**config.mk**
```make
export PLATFORM = sky130hd
export DESIGN_NAME = joystick_servo_rate_mapper_flat
export DESIGN_NICKNAME = d
export VERILOG_FILES = /design/src/rtl/core/jsrm_pkg.sv /design/src/rtl/core/jsrm_in_if.sv /design/src/rtl/core/jsrm_out_if.sv /design/src/rtl/core/jsrm_div.sv /design/src/rtl/core/joystick_servo_rate_mapper.sv /design/src/flat_wrapper.sv
export SDC_FILE = /design/constraint.sdc
export NUM_CORES = 2
export LEC_CHECK = 0
export BUFFER_PORTS_ARGS = -buffer_cell sky130_fd_sc_hd__buf_2
export CAP_MARGIN = 40
export CORE_MARGIN = 2
export CORE_UTILIZATION = 45
export CTS_CLUSTER_DIAMETER = 50
export DETAILED_ROUTE_END_ITERATION = 16
export PLACE_DENSITY_LB_ADDON = 0.05
export SKIP_CTS_REPAIR_TIMING = 1
export SLEW_MARGIN = 15
export SYNTH_ARGS = -nofsm -noshare
export SYNTH_HDL_FRONTEND = slang
export SYNTH_SLANG_ARGS = --single-unit
```
**constraint.sdc**
```tcl
create_clock -name clk -period 22.9 [get_ports clk]
set_input_delay 2.29 -clock clk [delete_from_list [all_inputs] [get_ports clk]]
set_output_delay 2.29 -clock clk [all_outputs]
set_load 0.1 [all_outputs]
```
**src/rtl/core/jsrm_pkg.sv**
```systemverilog
// ----------------------------------------------------------------------------
// jsrm_pkg
// Shared widths, register codes, limit record and sequencer types for the
// joystick servo rate mapper.
// ----------------------------------------------------------------------------
package jsrm_pkg;

    // fixed point layout of the held pulse
    localparam int FRAC_BITS = 16;
    localparam int AXES      = 3;
    localparam int AXIS_IDX_W = $clog2(AXES);
    localparam int AXIS_W    = 16;
    localparam int PULSE_W   = 16;
    localparam int US_W      = 16;
    localparam int DT_W      = 16;
    localparam int DT_FRAC   = 16;
    localparam int DB_W      = 15;
    localparam int CMD_W     = PULSE_W + FRAC_BITS;

    // divider: quotient holds 0 .. 1.0 in FRAC_BITS fraction bits
    localparam int QUOT_W    = FRAC_BITS + 1;
    localparam int DIV_STEPS = FRAC_BITS;
    localparam int CNT_W     = $clog2(DIV_STEPS + 1);

    // shared multiplier
    localparam int MUL_A_W   = QUOT_W + US_W;
    localparam int MUL_W     = MUL_A_W + DT_W;
    localparam int SUM_W     = MUL_W + 2;

    // full deflection in Q.15
    localparam logic [AXIS_W-1:0] FULL_SCALE = 16'h8000;

    // configuration port
    localparam int CFG_W     = 64;
    localparam int CFG_IDX_W = 2;
    localparam logic [CFG_IDX_W-1:0] REG_DEADBAND = 2'd0;
    localparam logic [CFG_IDX_W-1:0] REG_PITCH    = 2'd1;
    localparam logic [CFG_IDX_W-1:0] REG_YAW      = 2'd2;
    localparam logic [CFG_IDX_W-1:0] REG_GRIPPER  = 2'd3;

    localparam logic [DB_W-1:0]  DEADBAND_RESET = 15'd1638;
    localparam logic [CFG_W-1:0] LIMITS_RESET   = 64'h000107D005DC0158;

    // packed limits of one axis, same bit layout as the register
    typedef struct packed {
        logic [US_W-1:0] rate;
        logic [US_W-1:0] max_us;
        logic [US_W-1:0] center_us;
        logic [US_W-1:0] min_us;
    } limits_t;

    // sequencer states
    typedef enum logic [2:0] {
        ST_IDLE,
        ST_CHECK,
        ST_DIV,
        ST_MUL_SPAN,
        ST_MUL_RATE,
        ST_MUL_DT,
        ST_UPDATE,
        ST_DONE
    } seq_state_t;

    // sequencer controls to the datapath
    typedef struct packed {
        logic capture;
        logic clear_all;
        logic div_start;
        logic mul_en;
        logic update;
        logic advance;
        logic load_out;
    } seq_ctl_t;

    // limits are usable when min > 0, min <= center <= max and rate > 0
    function automatic logic limits_ok(limits_t l);
        return (l.min_us != '0) && (l.min_us <= l.center_us) &&
               (l.center_us <= l.max_us) && (l.rate != '0);
    endfunction

endpackage

```
**src/rtl/core/jsrm_in_if.sv**
```systemverilog
// ----------------------------------------------------------------------------
// jsrm_in_if
// Stick channel: online flag, three axis deflections and the time step.
// ----------------------------------------------------------------------------
interface jsrm_in_if import jsrm_pkg::*; ();

    logic                     valid;
    logic                     ready;
    logic                     online;
    logic signed [AXIS_W-1:0] pitch_defl;
    logic signed [AXIS_W-1:0] yaw_defl;
    logic signed [AXIS_W-1:0] gripper_defl;
    logic        [DT_W-1:0]   time_step;

    modport source (
        output valid, online, pitch_defl, yaw_defl, gripper_defl, time_step,
        input  ready
    );

    modport sink (
        input  valid, online, pitch_defl, yaw_defl, gripper_defl, time_step,
        output ready
    );

endinterface

```
**src/rtl/core/jsrm_out_if.sv**
```systemverilog
// ----------------------------------------------------------------------------
// jsrm_out_if
// Servo channel: one pulse width per axis in microseconds.
// ----------------------------------------------------------------------------
interface jsrm_out_if import jsrm_pkg::*; ();

    logic               valid;
    logic               ready;
    logic [PULSE_W-1:0] pitch_pulse;
    logic [PULSE_W-1:0] yaw_pulse;
    logic [PULSE_W-1:0] gripper_pulse;

    modport source (
        output valid, pitch_pulse, yaw_pulse, gripper_pulse,
        input  ready
    );

    modport sink (
        input  valid, pitch_pulse, yaw_pulse, gripper_pulse,
        output ready
    );

endinterface

```
**src/rtl/core/jsrm_div.sv**
```systemverilog
// ----------------------------------------------------------------------------
// jsrm_div
// Restoring divider for the deadband rescale: floor((num << FRAC_BITS) / den)
// with num <= den, one quotient bit per cycle after a first compare.
// ----------------------------------------------------------------------------
module jsrm_div import jsrm_pkg::*; (
    input  logic              clk,
    input  logic              rst_n,
    input  logic              start,
    input  logic [AXIS_W-1:0] num,
    input  logic [AXIS_W-1:0] den,
    output logic [QUOT_W-1:0] quot,
    output logic              done
);

    logic [AXIS_W-1:0] rem_reg, rem_next;
    logic [QUOT_W-1:0] quot_reg, quot_next;
    logic [CNT_W-1:0]  cnt_reg, cnt_next;
    logic              busy_reg, busy_next;
    logic              done_reg, done_next;

    logic [AXIS_W:0]   shifted;
    logic [AXIS_W:0]   diff;
    logic              ge;
    logic              first_ge;

    // one compare and subtract step
    always_comb
    begin
        shifted  = {rem_reg, 1'b0};
        diff     = shifted - {1'b0, den};
        ge       = shifted >= {1'b0, den};
        first_ge = num >= den;
    end

    // step sequencing
    always_comb
    begin
        rem_next  = rem_reg;
        quot_next = quot_reg;
        cnt_next  = cnt_reg;
        busy_next = busy_reg;
        done_next = 1'b0;
        if (start)
        begin
            rem_next  = first_ge ? (num - den) : num;
            quot_next = {{(QUOT_W-1){1'b0}}, first_ge};
            cnt_next  = CNT_W'(DIV_STEPS);
            busy_next = 1'b1;
        end
        else if (busy_reg)
        begin
            rem_next  = ge ? diff[AXIS_W-1:0] : shifted[AXIS_W-1:0];
            quot_next = {quot_reg[QUOT_W-2:0], ge};
            cnt_next  = cnt_reg - CNT_W'(1);
            if (cnt_reg == CNT_W'(1))
            begin
                busy_next = 1'b0;
                done_next = 1'b1;
            end
        end
    end

    // control registers
    always_ff @(posedge clk or negedge rst_n)
    begin
        if (!rst_n)
        begin
            busy_reg <= 1'b0;
            done_reg <= 1'b0;
            cnt_reg  <= '0;
        end
        else
        begin
            busy_reg <= busy_next;
            done_reg <= done_next;
            cnt_reg  <= cnt_next;
        end
    end

    // partial remainder and quotient
    always_ff @(posedge clk)
    begin
        rem_reg  <= rem_next;
        quot_reg <= quot_next;
    end

    assign quot = quot_reg;
    assign done = done_reg;

endmodule

```
**src/rtl/core/joystick_servo_rate_mapper.sv**
```systemverilog
// ----------------------------------------------------------------------------
// joystick_servo_rate_mapper
// Maps three stick axes to rate limited servo pulse widths, one tick at a time.
// ----------------------------------------------------------------------------
// A tick that resets the axes goes straight to the result; otherwise each
// axis is checked against the deadband in turn, and a deflected axis passes
// through the shared divider, one or two multiplier passes and one update.
// A new tick is taken only in idle, after the last result has been loaded;
// the divider and the single multiplier are shared by all three axes in turn.
// Reset: configuration registers take their default values, all axes
// inactive at center, no result pending.
module joystick_servo_rate_mapper import jsrm_pkg::*; (
    input  logic                 clk,
    input  logic                 rst_n,
    jsrm_in_if.sink              stick,
    jsrm_out_if.source           servo,
    input  logic                 wr_en,
    input  logic [CFG_IDX_W-1:0] wr_index,
    input  logic [CFG_W-1:0]     wr_data
);

    // configuration
    logic [DB_W-1:0] deadband_reg;
    limits_t         lim_reg [AXES];

    // sequencer
    seq_state_t            state_reg, state_next;
    seq_ctl_t              ctl;
    logic [AXIS_IDX_W-1:0] k_reg;
    logic                  neg_reg;

    // captured transaction
    logic [AXIS_W-1:0] axis_reg [AXES];
    logic [DT_W-1:0]   dt_reg;

    // axis state
    logic [CMD_W-1:0] cmd_reg [AXES];
    logic             active_reg [AXES];

    // shared multiplier result
    logic [MUL_W-1:0] mul_reg;

    // result register
    logic               out_valid_reg;
    logic [PULSE_W-1:0] out_pulse_reg [AXES];

    logic accept;
    logic regs_ok;
    logic bad_tick;
    logic last_axis;
    logic out_free;

    logic [AXIS_W-1:0] cur_axis;
    limits_t           cur_lim;
    logic              neg_now;
    logic [AXIS_W-1:0] mag;
    logic              in_deadband;
    logic [AXIS_W-1:0] div_num;
    logic [AXIS_W-1:0] div_den;
    logic [QUOT_W-1:0] div_quot;
    logic              div_done;

    logic [US_W-1:0]    span;
    logic [MUL_A_W-1:0] mul_a;
    logic [US_W-1:0]    mul_b;
    logic [MUL_W-1:0]   mul_p;

    logic [CMD_W-1:0]        base;
    logic [CMD_W-1:0]        first_pulse;
    logic signed [SUM_W-1:0] mag_s;
    logic signed [SUM_W-1:0] prod_s;
    logic signed [SUM_W-1:0] bias_s;
    logic signed [SUM_W-1:0] delta_s;
    logic signed [SUM_W-1:0] cand_s;
    logic signed [SUM_W-1:0] lo_s;
    logic signed [SUM_W-1:0] hi_s;
    logic signed [SUM_W-1:0] clamp_s;
    logic [CMD_W-1:0]        new_pulse;
    logic [CMD_W:0]          rounded [AXES];

    assign accept    = stick.valid && stick.ready;
    assign last_axis = (k_reg == AXIS_IDX_W'(AXES - 1));
    assign out_free  = !out_valid_reg || servo.ready;

    // register sanity over all axes
    always_comb
    begin
        regs_ok = 1'b1;
        for (int j = 0; j < AXES; j++)
        begin
            if (!limits_ok(lim_reg[j]))
            begin
                regs_ok = 1'b0;
            end
        end
    end

    assign bad_tick = !stick.online || (stick.time_step == '0) || !regs_ok;

    // current axis magnitude and deadband test
    always_comb
    begin
        cur_axis    = axis_reg[k_reg];
        cur_lim     = lim_reg[k_reg];
        neg_now     = cur_axis[AXIS_W-1];
        mag         = neg_now ? (~cur_axis + AXIS_W'(1)) : cur_axis;
        in_deadband = mag <= {1'b0, deadband_reg};
        div_num     = mag - {1'b0, deadband_reg};
        div_den     = FULL_SCALE - {1'b0, deadband_reg};
    end

    jsrm_div u_div (
        .clk   (clk),
        .rst_n (rst_n),
        .start (ctl.div_start),
        .num   (div_num),
        .den   (div_den),
        .quot  (div_quot),
        .done  (div_done)
    );

    // shared multiplier operands
    always_comb
    begin
        span  = neg_reg ? (cur_lim.center_us - cur_lim.min_us)
                        : (cur_lim.max_us - cur_lim.center_us);
        mul_a = {{(MUL_A_W-QUOT_W){1'b0}}, div_quot};
        mul_b = span;
        case (state_reg)
            ST_MUL_SPAN:
            begin
                mul_b = span;
            end
            ST_MUL_RATE:
            begin
                mul_b = cur_lim.rate;
            end
            ST_MUL_DT:
            begin
                mul_a = mul_reg[MUL_A_W-1:0];
                mul_b = dt_reg;
            end
            default:
            begin
                mul_b = span;
            end
        endcase
        mul_p = mul_a * mul_b;
    end

    // new pulse: jump from center, or rate step with rounding and clamp
    always_comb
    begin
        base        = {cur_lim.center_us, {FRAC_BITS{1'b0}}};
        first_pulse = neg_reg ? (base - mul_reg[CMD_W-1:0])
                              : (base + mul_reg[CMD_W-1:0]);
        mag_s   = $signed({2'b00, mul_reg});
        prod_s  = neg_reg ? -mag_s : mag_s;
        bias_s  = $signed(SUM_W'(1) << (DT_FRAC - 1));
        delta_s = (prod_s + bias_s) >>> DT_FRAC;
        cand_s  = delta_s + $signed({{(SUM_W-CMD_W){1'b0}}, cmd_reg[k_reg]});
        lo_s    = $signed({{(SUM_W-CMD_W){1'b0}}, cur_lim.min_us,
                           {FRAC_BITS{1'b0}}});
        hi_s    = $signed({{(SUM_W-CMD_W){1'b0}}, cur_lim.max_us,
                           {FRAC_BITS{1'b0}}});
        if (cand_s < lo_s)
        begin
            clamp_s = lo_s;
        end
        else if (cand_s > hi_s)
        begin
            clamp_s = hi_s;
        end
        else
        begin
            clamp_s = cand_s;
        end
        new_pulse = active_reg[k_reg] ? clamp_s[CMD_W-1:0] : first_pulse;
    end

    // next state
    always_comb
    begin
        state_next = state_reg;
        case (state_reg)
            ST_IDLE:
            begin
                if (accept)
                begin
                    state_next = bad_tick ? ST_DONE : ST_CHECK;
                end
            end
            ST_CHECK:
            begin
                if (in_deadband)
                begin
                    state_next = last_axis ? ST_DONE : ST_CHECK;
                end
                else
                begin
                    state_next = ST_DIV;
                end
            end
            ST_DIV:
            begin
                if (div_done)
                begin
                    state_next = active_reg[k_reg] ? ST_MUL_RATE : ST_MUL_SPAN;
                end
            end
            ST_MUL_SPAN:
            begin
                state_next = ST_UPDATE;
            end
            ST_MUL_RATE:
            begin
                state_next = ST_MUL_DT;
            end
            ST_MUL_DT:
            begin
                state_next = ST_UPDATE;
            end
            ST_UPDATE:
            begin
                state_next = last_axis ? ST_DONE : ST_CHECK;
            end
            ST_DONE:
            begin
                if (out_free)
                begin
                    state_next = ST_IDLE;
                end
            end
            default:
            begin
                state_next = ST_IDLE;
            end
        endcase
    end

    // sequencer outputs
    always_comb
    begin
        ctl = '0;
        case (state_reg)
            ST_IDLE:
            begin
                ctl.capture   = accept;
                ctl.clear_all = accept && bad_tick;
            end
            ST_CHECK:
            begin
                ctl.advance   = in_deadband;
                ctl.div_start = !in_deadband;
            end
            ST_MUL_SPAN, ST_MUL_RATE, ST_MUL_DT:
            begin
                ctl.mul_en = 1'b1;
            end
            ST_UPDATE:
            begin
                ctl.update  = 1'b1;
                ctl.advance = 1'b1;
            end
            ST_DONE:
            begin
                ctl.load_out = out_free;
            end
            default:
            begin
                ctl = '0;
            end
        endcase
    end

    assign stick.ready = (state_reg == ST_IDLE);

    // control state, configuration and axis state
    always_ff @(posedge clk or negedge rst_n)
    begin
        if (!rst_n)
        begin
            state_reg     <= ST_IDLE;
            k_reg         <= '0;
            out_valid_reg <= 1'b0;
            deadband_reg  <= DEADBAND_RESET;
            for (int j = 0; j < AXES; j++)
            begin
                lim_reg[j]    <= limits_t'(LIMITS_RESET);
                cmd_reg[j]    <= {LIMITS_RESET[2*US_W-1:US_W], {FRAC_BITS{1'b0}}};
                active_reg[j] <= 1'b0;
            end
        end
        else
        begin
            state_reg <= state_next;

            // register writes
            if (wr_en)
            begin
                case (wr_index)
                    REG_DEADBAND: deadband_reg <= wr_data[DB_W-1:0];
                    REG_PITCH:    lim_reg[0]   <= limits_t'(wr_data);
                    REG_YAW:      lim_reg[1]   <= limits_t'(wr_data);
                    REG_GRIPPER:  lim_reg[2]   <= limits_t'(wr_data);
                    default:      deadband_reg <= deadband_reg;
                endcase
            end

            // axis walk
            if (ctl.capture)
            begin
                k_reg <= '0;
            end
            else if (ctl.advance && !last_axis)
            begin
                k_reg <= k_reg + AXIS_IDX_W'(1);
            end

            // link drop, zero step or bad limits
            if (ctl.clear_all)
            begin
                for (int j = 0; j < AXES; j++)
                begin
                    cmd_reg[j]    <= {lim_reg[j].center_us, {FRAC_BITS{1'b0}}};
                    active_reg[j] <= 1'b0;
                end
            end

            if (ctl.update)
            begin
                cmd_reg[k_reg]    <= new_pulse;
                active_reg[k_reg] <= 1'b1;
            end

            // result handshake
            if (ctl.load_out)
            begin
                out_valid_reg <= 1'b1;
            end
            else if (servo.ready)
            begin
                out_valid_reg <= 1'b0;
            end
        end
    end

    // output rounding, half up
    always_comb
    begin
        for (int j = 0; j < AXES; j++)
        begin
            rounded[j] = {1'b0, cmd_reg[j]} + (CMD_W+1)'(1 << (FRAC_BITS - 1));
        end
    end

    // payload registers
    always_ff @(posedge clk)
    begin
        if (ctl.capture)
        begin
            axis_reg[0] <= stick.pitch_defl;
            axis_reg[1] <= stick.yaw_defl;
            axis_reg[2] <= stick.gripper_defl;
            dt_reg      <= stick.time_step;
        end
        if (ctl.div_start)
        begin
            neg_reg <= neg_now;
        end
        if (ctl.mul_en)
        begin
            mul_reg <= mul_p;
        end
        if (ctl.load_out)
        begin
            for (int j = 0; j < AXES; j++)
            begin
                if (active_reg[j] && (cmd_reg[j] != '0))
                begin
                    out_pulse_reg[j] <= rounded[j][PULSE_W+FRAC_BITS-1:FRAC_BITS];
                end
                else
                begin
                    out_pulse_reg[j] <= '0;
                end
            end
        end
    end

    assign servo.valid         = out_valid_reg;
    assign servo.pitch_pulse   = out_pulse_reg[0];
    assign servo.yaw_pulse     = out_pulse_reg[1];
    assign servo.gripper_pulse = out_pulse_reg[2];

endmodule

```
**src/flat_wrapper.sv**
```systemverilog
// flat-port wrapper written by rule: the top's interface ports become plain ports
module joystick_servo_rate_mapper_flat import jsrm_pkg::*;
  (clk, rst_n, wr_en, wr_index, wr_data, stick_valid, stick_online, stick_pitch_defl, stick_yaw_defl, stick_gripper_defl, stick_time_step, stick_ready, servo_valid, servo_pitch_pulse, servo_yaw_pulse, servo_gripper_pulse, servo_ready);
  jsrm_in_if stick_i ();
  jsrm_out_if servo_i ();
  input  logic clk;
  input  logic rst_n;
  input  logic wr_en;
  input  logic [CFG_IDX_W-1:0] wr_index;
  input  logic [CFG_W-1:0] wr_data;
  input wire logic [$bits(stick_i.valid)-1:0] stick_valid;
  input wire logic [$bits(stick_i.online)-1:0] stick_online;
  input wire logic [$bits(stick_i.pitch_defl)-1:0] stick_pitch_defl;
  input wire logic [$bits(stick_i.yaw_defl)-1:0] stick_yaw_defl;
  input wire logic [$bits(stick_i.gripper_defl)-1:0] stick_gripper_defl;
  input wire logic [$bits(stick_i.time_step)-1:0] stick_time_step;
  output wire logic [$bits(stick_i.ready)-1:0] stick_ready;
  output wire logic [$bits(servo_i.valid)-1:0] servo_valid;
  output wire logic [$bits(servo_i.pitch_pulse)-1:0] servo_pitch_pulse;
  output wire logic [$bits(servo_i.yaw_pulse)-1:0] servo_yaw_pulse;
  output wire logic [$bits(servo_i.gripper_pulse)-1:0] servo_gripper_pulse;
  input wire logic [$bits(servo_i.ready)-1:0] servo_ready;
  assign stick_i.valid = stick_valid;
  assign stick_i.online = stick_online;
  assign stick_i.pitch_defl = stick_pitch_defl;
  assign stick_i.yaw_defl = stick_yaw_defl;
  assign stick_i.gripper_defl = stick_gripper_defl;
  assign stick_i.time_step = stick_time_step;
  assign stick_ready = stick_i.ready;
  assign servo_valid = servo_i.valid;
  assign servo_pitch_pulse = servo_i.pitch_pulse;
  assign servo_yaw_pulse = servo_i.yaw_pulse;
  assign servo_gripper_pulse = servo_i.gripper_pulse;
  assign servo_i.ready = servo_ready;
  joystick_servo_rate_mapper u_core (.clk(clk), .rst_n(rst_n), .stick(stick_i), .servo(servo_i), .wr_en(wr_en), .wr_index(wr_index), .wr_data(wr_data));
endmodule
```
==> results.cfg <==
[layout]
largest_reg_flops = 192
area_delta_synth_final_pct = 10.2
nNetsFinal = 7027
fill_cells = 11323
regArea_sq_um = 13600
final_util_pct = 50.2
final_area_sq_um = 59300
multi_input_area_sq_um = 36400
drive_gt1_share_pct = 14.1

[timing]
worst_slack_ps = 9610
slew_headroom_pct = 34.4
setup_viol = 0
period_minus_slack_ps = 13290
fmax_mhz = 75.3
rsz0062_at_grt = no
final_hold_viol_count = 0
finClkSkew_ps = 38.6
tns_ps = 0
worstMarginPinSlew_ps = 984
final.period_utilization_pct = 58.0
finalMaxSlewViolations = 0

[floorplan]
ios = 186
dieArea_sq_um = 122000
start_util_pct = 45.5
rows = 126
core-area_sq_um = 118000
die_w_microns = 350
dieHeight_microns = 350

[clocking]
htreeDepth = 3
cts_made_buffers = 77
tritoncts = built
clkSinkCount = 514
cts_buffer_depth = 3
clock_latency_ps = 700
cts.reportedPaths.clkPinSlew_ps = 60
cts_root_buffer = clkbuf_16

[logic_synthesis]
yosysTopAreaCell = fa_1
synthArstFlopShare_pct = 62.1
netlist_area_sq_um = 53800
yosys_warnings = 0
syn_area_per_cell_sq_um = 9.05
synth_cell_types = 102
synth_edf_count = 163
yosysMostFrequentCell = inv_1
synthCells = 5944
synth.top_cells.by_area = fa_1 (16%), dfrtp_1 (11%), ha_1 (9.3%), edfxtp_1 (9.1%), inv_1 (5.2%)
ys_ff_latch = 514
synth_top_area_share_pct = 16.3
syn_nets = 6919
yosys_most_used_dff = dfrtp_1
yosysSeqAreaShare_pct = 25.3
netlist_top_cells_count = inv_1 (743), nand2_1 (682), fa_1 (438)

[global_route]
grt_overflow = 0
antenna_found_initial = 9
grt_pass1_wl_microns = 285000
grt_usage_pct = 31.2
grt_max_degree = 114
grt_pass1_vias = 44073

[placement]
post-place-ws_ps = 9780
port_buffers = 185
place_area_sq_um = 56700
gp_congestion = 0.944
hpwl_microns = 149000

[worst_setup_path]
cpMaxStageDelayCell = nand3_1
cp-start-kind = flip-flop
crit_top_cell = fa_1
path_class = reg -> reg
worstPathArrival_ps = 13700
cp-end-kind = flip-flop
cp.required_ps = 23310
critPathMaxFanout = 56
critical_path.top_delay_family = compound AO/OA/AOI/OAI gates
cp_num_buf_inv = 6
critical-path-max-stage-delay_ps = 620

[routing]
num_vias = 44219
wl_met1_microns = 84700
viasPerCell = 5.78
wl_per_cell_microns = 24.6
wl_met2_microns = 84800
drt_iter0_drc = 3339
drc = 0
wl_met3_microns = 11300
drtAntennaViolNets = 0
drt-total-wl_microns = 189000
top_layer = met5
dr.pass1.iters = 5

[run_status]
outcome = completed

[flow_run]
drv_cap = 0

[min_path]
hold_class = reg -> reg
final cells by class:
cell class / count / share of cell area (%)
multi-input cells: 4402 / 61.4
flip-flops and latches: 514 / 23.0
inverters: 748 / 4.73
clock buffers: 94 / 3.55
repair buffers: 309 / 3.27
well taps: 1536 / 3.24
clock inverters: 48 / 0.802
diodes: 4 / 0.0169
worst min-delay path, cell delays in order, from the launching register on:
cell and delay (ps):
dfxtp_1 320, nand2_1 50, o31ai_1 50
metrics by stage:
step                instances  hold WS (ps)
CTS                      7647           447
global route             7652           473
finish                   7655           444
global placement         7490           434
detailed placement       7505           435
floorplan                5944           465
logic make-up after synthesis:
group	count (synthesis)	share of synthesized area, %
AO/OA/AOI/OAI	1030	12.8
XOR/XNOR	277	4.51
adder cells (fa/ha/maj)	839	25.6
buffers and inverters	1028	7.31
flip-flops	514	25.3
multiplexers	400	7.96
AND/OR/NAND/NOR	1856	16.5
path summary, 6_finish.rpt:
check / from / end / slack [ps] / cells after the start
max in group asynchronous: rst_n / u_core.lim_reg[62] / 19270 / 3
worst max register to register: u_core.k_reg[0] / u_core.mul_reg[45] / 9610 / 42
worst min-delay path: u_core.out_pulse_reg[2][6] / u_core.out_pulse_reg[2][6] / 440 / 2
worst max-delay path: u_core.k_reg[0] / u_core.mul_reg[45] / 9610 / 42
min in group asynchronous: rst_n / u_core.lim_reg[11] / 1690 / 1
worst min register to register: u_core.out_pulse_reg[2][6] / u_core.out_pulse_reg[2][6] / 440 / 2
layout by cell type (no fill, tap or decap), types with 19 or more instances in the layout:
cell type and instances:
a211oi_1 65, a21o_1 103, a21oi_1 261, a31oi_1 19
and2_1 99, and3_1 54, buf_2 189, buf_4 112
clkbuf_16 79, dfrtp_1 235, dfstp_2 81, dfxtp_1 32
edfxtp_1 163, fa_1 438, ha_1 401, inv_1 743
mux2_2 221, mux2i_1 176, nand2_1 678, nand2b_1 33
nand3_1 114, nand4_1 82, nor2_1 415, nor2b_1 55
nor3_1 106, nor4_1 79, o21a_1 47, o21ai_0 210
o21ai_2 31, o21bai_1 29, o22ai_1 26, o31ai_1 29
o41ai_1 20, or3_1 37, or4_1 22, xnor2_1 183
xor2_1 94
routing by layer:
metal / up-vias / track usage [%]
li1: 20464 / -
met1: 22040 / 43.2
met2: 1387 / 49.6
met3: 322 / 4.40
met4: 6 / 11.5
met5: - / 0
Power is not shown: default switching activity piles up to over one toggle a cycle in this logic, so the estimate is an artifact.
